## src/hdl/carpid_pkg.sv

```systemverilog
// ----------------------------------------------------------------------------
// Cascaded angle/rate PID package
// Types, register indexes and fixed limits shared by the controller core.
// ----------------------------------------------------------------------------
package carpid_pkg;

  // Configuration port geometry.
  localparam int unsigned CFG_IDX_W  = 3;
  localparam int unsigned CFG_DATA_W = 24;

  // Register indexes on the configuration port.
  localparam logic [CFG_IDX_W-1:0] REG_RATE_GAIN_P  = 3'd0;
  localparam logic [CFG_IDX_W-1:0] REG_RATE_GAIN_I  = 3'd1;
  localparam logic [CFG_IDX_W-1:0] REG_RATE_GAIN_D  = 3'd2;
  localparam logic [CFG_IDX_W-1:0] REG_ANGLE_GAIN_P = 3'd3;
  localparam logic [CFG_IDX_W-1:0] REG_ANGLE_GAIN_D = 3'd4;
  localparam logic [CFG_IDX_W-1:0] REG_ZERO_OFFSET  = 3'd5;
  localparam logic [CFG_IDX_W-1:0] REG_ANGLE_TARGET = 3'd6;

  // Request kinds carried in tuser.
  localparam logic REQ_ANGLE = 1'b0;
  localparam logic REQ_RATE  = 1'b1;

  // Integral separation threshold (70.0 in Q17.8), on the 26-bit error.
  localparam logic signed [25:0] SEP_LIMIT   = 26'sd17920;
  localparam logic signed [25:0] SEP_LIMIT_N = -26'sd17920;

  // Integral sum clamp (7000.0), on the 27-bit raw sum.
  localparam logic signed [26:0] SUM_LIMIT   = 27'sd1792000;
  localparam logic signed [26:0] SUM_LIMIT_N = -27'sd1792000;

  // Output clamps (300.0 and 100.0), on the 37-bit shifted accumulator.
  localparam logic signed [36:0] DRIVE_LIMIT   = 37'sd76800;
  localparam logic signed [36:0] DRIVE_LIMIT_N = -37'sd76800;
  localparam logic signed [36:0] RATE_LIMIT    = 37'sd25600;
  localparam logic signed [36:0] RATE_LIMIT_N  = -37'sd25600;

  // Derivative filter weights in 1/256 units.
  localparam logic signed [15:0] W_NEW = 16'sd51;
  localparam logic signed [15:0] W_OLD = 16'sd205;

  // Sequencer states, one-hot.
  typedef enum logic [11:0] {
    ST_IDLE    = 12'b0000_0000_0001,
    ST_PREP    = 12'b0000_0000_0010,
    ST_DIFF    = 12'b0000_0000_0100,
    ST_F_NEW   = 12'b0000_0000_1000,
    ST_F_OLD   = 12'b0000_0001_0000,
    ST_F_SUM   = 12'b0000_0010_0000,
    ST_F_STORE = 12'b0000_0100_0000,
    ST_K_P     = 12'b0000_1000_0000,
    ST_K_D     = 12'b0001_0000_0000,
    ST_K_I     = 12'b0010_0000_0000,
    ST_ACC     = 12'b0100_0000_0000,
    ST_FIN     = 12'b1000_0000_0000
  } seq_state_t;

endpackage

```

## src/hdl/cascaded_angle_rate_pid_core.sv

```systemverilog
// ----------------------------------------------------------------------------
// Cascaded angle/rate PID core
// Outer angle loop feeding a rate setpoint to an inner PID with integral
// separation and a filtered derivative, on one shared 26x16 multiplier.
// ----------------------------------------------------------------------------
//
//  Channel   Direction  Handshake           Content
//  s_*       in         s_tvalid/s_tready   request word: measured value, rate feedback,
//                                           request kind in tuser
//  m_*       out        m_tvalid/m_tready   result word: drive, rate target
//  cfg_*     in         cfg_we              register index and write data
//
// An angle request steps through PREP, K_P, K_D, K_I, ACC and FIN; a rate request
// through PREP, DIFF, F_NEW, F_OLD, F_SUM, F_STORE (which also forms the P product),
// K_D, K_I, ACC and FIN. The single multiplier and its product register set the
// step count. Only one request is in flight; s_tready is high while the sequencer
// is idle, also while a finished result still waits in the output register. If the
// output register is full and not being drained, the sequencer holds in its final
// step. Reset (synchronous) clears the loop state, configuration, sequencer and m_tvalid.
//
module cascaded_angle_rate_pid_core (
  input  logic                                  clk,
  input  logic                                  rst,
  // Request stream.
  input  logic                                  s_tvalid,
  output logic                                  s_tready,
  input  logic [47:0]                           s_tdata,  // measured_value[23:0], rate_feedback[47:24]
  input  logic [0:0]                            s_tuser,  // req_type[0]
  // Result stream.
  output logic                                  m_tvalid,
  input  logic                                  m_tready,
  output logic [39:0]                           m_tdata,  // drive[17:0], rate_target[33:18], zero fill
  // Configuration writes.
  input  logic                                  cfg_we,
  input  logic [carpid_pkg::CFG_IDX_W-1:0]      cfg_addr,
  input  logic [carpid_pkg::CFG_DATA_W-1:0]     cfg_wdata
);

  // Configuration registers.
  logic signed [15:0] rate_gain_p;
  logic signed [15:0] rate_gain_i;
  logic signed [15:0] rate_gain_d;
  logic signed [15:0] angle_gain_p;
  logic signed [15:0] angle_gain_d;
  logic signed [23:0] zero_offset;
  logic signed [23:0] angle_target;

  // Loop state.
  logic signed [15:0] rate_setpoint;
  logic signed [25:0] previous_error;
  logic signed [21:0] error_sum;
  logic signed [25:0] filtered_derivative;
  logic signed [17:0] last_drive;

  // Working registers of the current request.
  carpid_pkg::seq_state_t state, state_next;
  logic               req;
  logic signed [23:0] meas;
  logic signed [23:0] fb;
  logic signed [25:0] err;
  logic signed [25:0] diff;
  logic               in_band;
  logic signed [41:0] prod;
  logic signed [44:0] acc;

  // Combinational helpers.
  logic signed [25:0] outer_err;
  logic signed [25:0] inner_err;
  logic signed [25:0] diff_calc;
  logic               inside_calc;
  logic signed [26:0] sum_raw;
  logic signed [21:0] sum_clamped;
  logic signed [44:0] prod_ext;
  logic signed [36:0] acc_shr;
  logic signed [17:0] drive_clamped;
  logic signed [15:0] rate_clamped;
  logic signed [25:0] mul_a;
  logic signed [15:0] mul_b;
  logic signed [41:0] mul_p;
  logic               out_free;

  assign s_tready = (state == carpid_pkg::ST_IDLE);
  assign out_free = !m_tvalid || m_tready;

  // Configuration register writes; indexes beyond the list are ignored.
  always_ff @(posedge clk) begin
    if (rst) begin
      rate_gain_p  <= '0;
      rate_gain_i  <= '0;
      rate_gain_d  <= '0;
      angle_gain_p <= '0;
      angle_gain_d <= '0;
      zero_offset  <= '0;
      angle_target <= '0;
    end else if (cfg_we) begin
      case (cfg_addr)
        carpid_pkg::REG_RATE_GAIN_P:  rate_gain_p  <= cfg_wdata[15:0];
        carpid_pkg::REG_RATE_GAIN_I:  rate_gain_i  <= cfg_wdata[15:0];
        carpid_pkg::REG_RATE_GAIN_D:  rate_gain_d  <= cfg_wdata[15:0];
        carpid_pkg::REG_ANGLE_GAIN_P: angle_gain_p <= cfg_wdata[15:0];
        carpid_pkg::REG_ANGLE_GAIN_D: angle_gain_d <= cfg_wdata[15:0];
        carpid_pkg::REG_ZERO_OFFSET:  zero_offset  <= cfg_wdata;
        carpid_pkg::REG_ANGLE_TARGET: angle_target <= cfg_wdata;
        default: ;
      endcase
    end
  end

  // Error terms; all values fit 26 bits, so wrapping arithmetic is exact.
  assign outer_err = {{2{angle_target[23]}}, angle_target} - {{2{meas[23]}}, meas}
                   + {{2{zero_offset[23]}}, zero_offset};
  assign inner_err = {{10{rate_setpoint[15]}}, rate_setpoint} - {{2{meas[23]}}, meas};
  assign diff_calc = err - previous_error;

  // Integral separation and the clamped running sum.
  assign inside_calc = (err < carpid_pkg::SEP_LIMIT) && (err > carpid_pkg::SEP_LIMIT_N);
  assign sum_raw     = {{5{error_sum[21]}}, error_sum} + {err[25], err};

  always_comb begin
    if (sum_raw > carpid_pkg::SUM_LIMIT) begin
      sum_clamped = carpid_pkg::SUM_LIMIT[21:0];
    end else if (sum_raw < carpid_pkg::SUM_LIMIT_N) begin
      sum_clamped = carpid_pkg::SUM_LIMIT_N[21:0];
    end else begin
      sum_clamped = sum_raw[21:0];
    end
  end

  // Floor shift by 8 and the output clamps.
  assign prod_ext = {{3{prod[41]}}, prod};
  assign acc_shr  = acc[44:8];

  always_comb begin
    if (acc_shr > carpid_pkg::DRIVE_LIMIT) begin
      drive_clamped = carpid_pkg::DRIVE_LIMIT[17:0];
    end else if (acc_shr < carpid_pkg::DRIVE_LIMIT_N) begin
      drive_clamped = carpid_pkg::DRIVE_LIMIT_N[17:0];
    end else begin
      drive_clamped = acc_shr[17:0];
    end
  end

  always_comb begin
    if (acc_shr > carpid_pkg::RATE_LIMIT) begin
      rate_clamped = carpid_pkg::RATE_LIMIT[15:0];
    end else if (acc_shr < carpid_pkg::RATE_LIMIT_N) begin
      rate_clamped = carpid_pkg::RATE_LIMIT_N[15:0];
    end else begin
      rate_clamped = acc_shr[15:0];
    end
  end

  // Operand selection for the shared multiplier.
  always_comb begin
    mul_a = '0;
    mul_b = '0;
    case (state)
      carpid_pkg::ST_F_NEW: begin
        mul_a = diff;
        mul_b = carpid_pkg::W_NEW;
      end
      carpid_pkg::ST_F_OLD: begin
        mul_a = filtered_derivative;
        mul_b = carpid_pkg::W_OLD;
      end
      carpid_pkg::ST_F_STORE, carpid_pkg::ST_K_P: begin
        mul_a = err;
        mul_b = (req == carpid_pkg::REQ_RATE) ? rate_gain_p : angle_gain_p;
      end
      carpid_pkg::ST_K_D: begin
        if (req == carpid_pkg::REQ_RATE) begin
          mul_a = filtered_derivative;
          mul_b = rate_gain_d;
        end else begin
          mul_a = {{2{fb[23]}}, fb};
          mul_b = angle_gain_d;
        end
      end
      carpid_pkg::ST_K_I: begin
        // The integral term is dropped outside the separation band.
        if ((req == carpid_pkg::REQ_RATE) && in_band) begin
          mul_a = {{4{error_sum[21]}}, error_sum};
          mul_b = rate_gain_i;
        end
      end
      default: ;
    endcase
  end

  assign mul_p = mul_a * mul_b;

  // Sequencer next state.
  always_comb begin
    state_next = state;
    case (state)
      carpid_pkg::ST_IDLE:    if (s_tvalid) state_next = carpid_pkg::ST_PREP;
      carpid_pkg::ST_PREP:    state_next = (req == carpid_pkg::REQ_RATE) ?
                                           carpid_pkg::ST_DIFF : carpid_pkg::ST_K_P;
      carpid_pkg::ST_DIFF:    state_next = carpid_pkg::ST_F_NEW;
      carpid_pkg::ST_F_NEW:   state_next = carpid_pkg::ST_F_OLD;
      carpid_pkg::ST_F_OLD:   state_next = carpid_pkg::ST_F_SUM;
      carpid_pkg::ST_F_SUM:   state_next = carpid_pkg::ST_F_STORE;
      carpid_pkg::ST_F_STORE: state_next = carpid_pkg::ST_K_D;
      carpid_pkg::ST_K_P:     state_next = carpid_pkg::ST_K_D;
      carpid_pkg::ST_K_D:     state_next = carpid_pkg::ST_K_I;
      carpid_pkg::ST_K_I:     state_next = carpid_pkg::ST_ACC;
      carpid_pkg::ST_ACC:     state_next = carpid_pkg::ST_FIN;
      carpid_pkg::ST_FIN:     if (out_free) state_next = carpid_pkg::ST_IDLE;
      default:                state_next = carpid_pkg::ST_IDLE;
    endcase
  end

  always_ff @(posedge clk) begin
    if (rst) begin
      state <= carpid_pkg::ST_IDLE;
    end else begin
      state <= state_next;
    end
  end

  // Request capture, datapath steps and loop state updates.
  always_ff @(posedge clk) begin
    if (rst) begin
      rate_setpoint       <= '0;
      previous_error      <= '0;
      error_sum           <= '0;
      filtered_derivative <= '0;
      last_drive          <= '0;
    end else begin
      case (state)
        carpid_pkg::ST_IDLE: begin
          if (s_tvalid) begin
            req  <= s_tuser[0];
            meas <= s_tdata[23:0];
            fb   <= s_tdata[47:24];
          end
        end
        carpid_pkg::ST_PREP: begin
          err <= (req == carpid_pkg::REQ_RATE) ? inner_err : outer_err;
        end
        carpid_pkg::ST_DIFF: begin
          diff    <= diff_calc;
          in_band <= inside_calc;
          error_sum <= inside_calc ? sum_clamped : '0;
        end
        carpid_pkg::ST_F_NEW: begin
          prod <= mul_p;
        end
        carpid_pkg::ST_F_OLD: begin
          acc  <= prod_ext;
          prod <= mul_p;
        end
        carpid_pkg::ST_F_SUM: begin
          acc <= acc + prod_ext;
        end
        carpid_pkg::ST_F_STORE: begin
          filtered_derivative <= acc_shr[25:0];
          previous_error      <= err;
          prod                <= mul_p;
        end
        carpid_pkg::ST_K_P: begin
          prod <= mul_p;
        end
        carpid_pkg::ST_K_D: begin
          acc  <= prod_ext;
          prod <= mul_p;
        end
        carpid_pkg::ST_K_I: begin
          acc  <= acc + prod_ext;
          prod <= mul_p;
        end
        carpid_pkg::ST_ACC: begin
          acc <= acc + prod_ext;
        end
        carpid_pkg::ST_FIN: begin
          if (out_free) begin
            if (req == carpid_pkg::REQ_RATE) begin
              last_drive <= drive_clamped;
            end else begin
              rate_setpoint <= rate_clamped;
            end
          end
        end
        default: ;
      endcase
    end
  end

  // Output register: loaded at the final step, held until taken.
  always_ff @(posedge clk) begin
    if (rst) begin
      m_tvalid <= 1'b0;
    end else if ((state == carpid_pkg::ST_FIN) && out_free) begin
      m_tvalid <= 1'b1;
    end else if (m_tready) begin
      m_tvalid <= 1'b0;
    end
  end

  always_ff @(posedge clk) begin
    if ((state == carpid_pkg::ST_FIN) && out_free) begin
      if (req == carpid_pkg::REQ_RATE) begin
        m_tdata <= {6'b0, rate_setpoint, drive_clamped};
      end else begin
        m_tdata <= {6'b0, rate_clamped, last_drive};
      end
    end
  end

  // The integral sum never leaves its clamp band.
  a_sum_bounded: assert property (@(posedge clk) disable iff (rst)
    (error_sum <= carpid_pkg::SUM_LIMIT) && (error_sum >= carpid_pkg::SUM_LIMIT_N))
    else $error("error_sum outside its clamp band");

  // Stored outputs stay inside their clamps.
  a_drive_bounded: assert property (@(posedge clk) disable iff (rst)
    (last_drive <= carpid_pkg::DRIVE_LIMIT) &&
    (last_drive >= carpid_pkg::DRIVE_LIMIT_N))
    else $error("last_drive outside +/-300");

  a_rate_bounded: assert property (@(posedge clk) disable iff (rst)
    (rate_setpoint <= carpid_pkg::RATE_LIMIT) &&
    (rate_setpoint >= carpid_pkg::RATE_LIMIT_N))
    else $error("rate_setpoint outside +/-100");

  // An accepted request starts the sequencer on the next cycle.
  a_accept_starts: assert property (@(posedge clk) disable iff (rst)
    (s_tvalid && s_tready) |=> (state == carpid_pkg::ST_PREP))
    else $error("accepted request did not start the sequencer");

  // Finishing a request always leaves a result in the output register.
  a_finish_delivers: assert property (@(posedge clk) disable iff (rst)
    ((state == carpid_pkg::ST_FIN) && out_free) |=>
      (m_tvalid && (state == carpid_pkg::ST_IDLE)))
    else $error("finished request produced no result word");

endmodule
```

## config.mk

```make
export PLATFORM = sky130hd
export DESIGN_NAME = cascaded_angle_rate_pid_core
export DESIGN_NICKNAME = d
export VERILOG_FILES = /design/src/hdl/carpid_pkg.sv /design/src/hdl/cascaded_angle_rate_pid_core.sv
export SDC_FILE = /design/constraint.sdc
export NUM_CORES = 2
export LEC_CHECK = 0
export ABC_AREA = 1
export BUFFER_PORTS_ARGS = -buffer_cell sky130_fd_sc_hd__buf_2
export CORE_ASPECT_RATIO = 0.9
export CORE_UTILIZATION = 35
export DETAILED_ROUTE_END_ITERATION = 8
export PLACE_DENSITY_LB_ADDON = 0.25
export SLEW_MARGIN = 20
export SYNTH_ARGS = -nofsm -noshare
export SYNTH_HDL_FRONTEND = slang
export SYNTH_SLANG_ARGS = --single-unit
```

## constraint.sdc

```tcl
create_clock -name clk -period 8.2 [get_ports clk]
set_input_delay 0.41 -clock clk [delete_from_list [all_inputs] [get_ports clk]]
set_output_delay 0.41 -clock clk [all_outputs]
set_load 0.02 [all_outputs]
```

==> impl_metrics.py <==
metrics = {
    "synthesis": {
        "synthSimpleGateAreaFrac_pct": 17.2,
        "ys_seq_area_share_pct": 27.0,
        "synth_ff_type": "dfxtp_1",
        "synthAdderAreaFrac_pct": 27.0,
        "synth_warnings": 0,
        "synth_area_um2": 43300,
        "synthCells": 5523,
        "yosysUniqueCellTypes": 72,
        "synthXorXnorAreaFrac_pct": 2.38,
        "synth_top_family_by_area": "adder cells",
        "synth_mux_area_share_pct": 0.0231,
        "synthArstFlopShare_pct": 0,
        "synth_compound_area_share_pct": 14.4,
        "synth_edf_count": 223,
        "syn_area_per_cell_um2": 7.85,
        "synth_seq_cells": 472,
    },
    "timing": {
        "fin_skew_ps": 71.4,
        "finalWorstSetupSlack_ps": 433,
        "finalSetupViolCount": 0,
        "period_needed_ps": 7770,
        "relSlewSlack_pct": 13.0,
        "whs_ps": 42.1,
        "finalHoldViolations": 0,
        "fin_tns_setup_ps": 0,
        "final_max_slew_viol_count": 0,
        "worst_slew_pin_slew_ps": 1290,
        "fin_crit_sh_pct": 94.7,
        "clock.fmax_ghz": 0.129,
    },
    "flow_run": {
        "cap_violations": 0,
    },
    "worst_setup_path": {
        "path_depth": 33,
        "reg2reg_setup_slack_ps": 430,
        "path_max_fanout": 15,
        "worstSetupEndpointType": "flop",
        "rr_startpoint": "state[1]$_SDFFE_PP0P_",
        "cp_top_family": "adder cells",
        "r2r-end": "prod[41]$_DFFE_PP_",
        "cp.required_ps": 8560,
        "cp-start-kind": "flop",
        "critPathBufInv": 9,
        "crit_top_cell": "inv_1",
        "cp.arrival_ps": 8130,
        "cpMaxStageDelayCell": "fa_1",
        "cpPeakStageDelay_ps": 570,
        "critPathKind": "reg -> reg",
        "rr_worst_depth": 33,
    },
    "die": {
        "start_util_pct": 35.3,
        "placementRows": 122,
        "io_pins": 123,
        "die_area_um2": 125000,
        "die_w_um": 373,
        "die_y_um": 336,
        "core-area_um2": 123000,
    },
    "clocking": {
        "cts_tree": "built",
        "path_clk_slew_ps": 60,
        "cts_made_buffers": 56,
        "cts.sinks": 472,
        "cts_buffer_depth": 3,
        "htreeDepth": 2,
        "insertion_delay_ps": 690,
        "cts_root_buffer": "clkbuf_16",
    },
    "final_layout": {
        "nets": 6461,
        "area_growth_pct": 12.3,
        "final_cell_mix": "inv_1 (1,126), nand2_1 (1,026), a21oi_1 (469), nor2_1 (453), fa_1 (429)",
        "layout_commonest_cell": "inv_1",
        "drive_gt1_share_pct": 8.66,
    },
    "global_routing": {
        "grt_usage_pct": 22.4,
        "grt_start_max_net_pins": 96,
        "antenna_found_initial": 6,
        "grt_pass1_vias": 35600,
        "overflow": 0,
        "grt_first_pass_wirelength_um": 215000,
    },
    "power_and_ir_drop": {
        "power_mw": 5.51,
        "power_density_nw_per_um2": 113,
        "ir_worst_vdd_uv": 175,
        "p_leak_nw": 23.4,
    },
    "min_path": {
        "hp-start": "cfg_wdata[16]",
        "hold_depth": 3,
        "hold_class": "in -> reg",
        "hold_end": "zero_offset[16]$_SDFFE_PP0P_",
    },
    "place": {
        "gp_congestion": 0.957,
        "post-place-ws_ps": 82.8,
        "dp_hpwl_um": 114000,
        "io_buffers": 116,
    },
    "drt": {
        "dr.pass1.iters": 6,
        "post_drt_wl_per_cell_um": 19.3,
        "wirelength_um": 142000,
        "via_count": 37000,
        "viasPerCell": 5.03,
        "drt_iter0_markers": 3267,
        "drc_errors": 0,
        "ant_nets": 0,
    },
    "status": {
        "status": "finished, final reports clean",
    },
}
==> worst reg2reg max path: cells and delay by family, from the launching register on <==
family          cells  cell delay [ps]
xor+xnor            1               70
buf+inv             9              780
fa+ha+maj           7             3440
simple gates       13             1920
compound gates      3              910
flops               1              350
==> kinds of logic (layout without fill, tap and decap cells) <==
group / after synthesis / in the layout
compound gates: 1111 / 1111
xor+xnor: 117 / 117
fa+ha+maj: 677 / 677
buf+inv: 1346 / 1568
flops: 472 / 472
mux: 1 / 1
other cells: 1 / 7
simple gates: 1798 / 1798
==> cell usage after synthesis, drive strengths merged (35+ instances only) <==
cell | count | area (um^2)
nand2 | 1046 | 3990
xor2 | 68 | 603
ha | 247 | 3090
nor2 | 478 | 1860
xnor2 | 49 | 429
fa | 430 | 8610
edfxtp | 223 | 6700
buf | 80 | 503
clkbuf | 89 | 334
nor3 | 50 | 265
o21ai | 439 | 2200
dfxtp | 249 | 4980
nand3 | 144 | 786
a21oi | 484 | 2480
nand4 | 35 | 231
inv | 1174 | 4410
==> routing by layer <==
| metal | up-vias | share of wire, % | track usage [%] |
|---|---|---|---|
| li1 | 17800 | - | - |
| met1 | 17900 | 45 | 30.8 |
| met2 | 1074 | 46 | 36.1 |
| met3 | 190 | 6.6 | 3.68 |
| met4 | 2 | 2.7 | 6.32 |
| met5 | - | 0.0056 | 0 |
==> power by group <==
| part | switching [mW] | total, mW | internal, mW |
|---|---|---|---|
| Combinational | 0.298 | 0.446 | 0.148 |
| Clock | 1.13 | 2.52 | 1.38 |
| Sequential | 0.0348 | 2.55 | 2.51 |
==> sequential cells by signal, summed over array words and instances, names as in the netlist, 18 cells and up <==
name and flops:
acc 45, prod 42, m_tdata 34, diff 26, err 26, filtered_derivative 26, previous_error 26, angle_target 24
fb 24, meas 24, zero_offset 24, error_sum 22, last_drive 18
==> through the flow <==
step | utilization (%) | instances | instance area [um^2]
after floorplan | - | 5528 | 43400
after global placement | 37.5 | 7198 | 46000
after detailed placement | 37.5 | 7198 | 46000
after CTS | 39.4 | 7356 | 48400
after global routing | 39.6 | 7362 | 48700
final | 39.6 | 7363 | 48700
==> how the worst max path moves through the flow <==
| stage | startpoint | endpoint | slack (ps) |
|---|---|---|---|
| after floorplan | state[6]$_SDFFE_PP0P_ | prod[41]$_DFFE_PP_ | 1170 |
| after global placement | state[1]$_SDFFE_PP0P_ | prod[35]$_DFFE_PP_ | 190 |
| after detailed placement | state[1]$_SDFFE_PP0P_ | prod[35]$_DFFE_PP_ | 80 |
| after CTS | state[1]$_SDFFE_PP0P_ | prod[35]$_DFFE_PP_ | 20 |
| after global routing | state[4]$_SDFFE_PP0P_ | prod[35]$_DFFE_PP_ | -60 |
| final | state[1]$_SDFFE_PP0P_ | prod[41]$_DFFE_PP_ | 430 |
==> cell type report <==
| cell class | count | area (um^2) |
|---|---|---|
| diodes | 1 | 2.50 |
| clock buffers | 62 | 1430 |
| clock inverters | 43 | 422 |
| fillers | 12700 | 74200 |
| inverters | 1177 | 4450 |
| multi-input cells | 3710 | 26600 |
| flip-flops and latches | 472 | 11700 |
| well taps | 1612 | 2020 |
| repair buffers | 286 | 2050 |
==> repair_timing <==
action	4_1_cts	5_1_grt
resized for setup	0	49
endpoints found under the setup margin	0	20
setup buffers	0	6
hold endpoints to repair	56	0
hold buffers	53	0
Note: power is estimated with default switching activity, not from simulation.
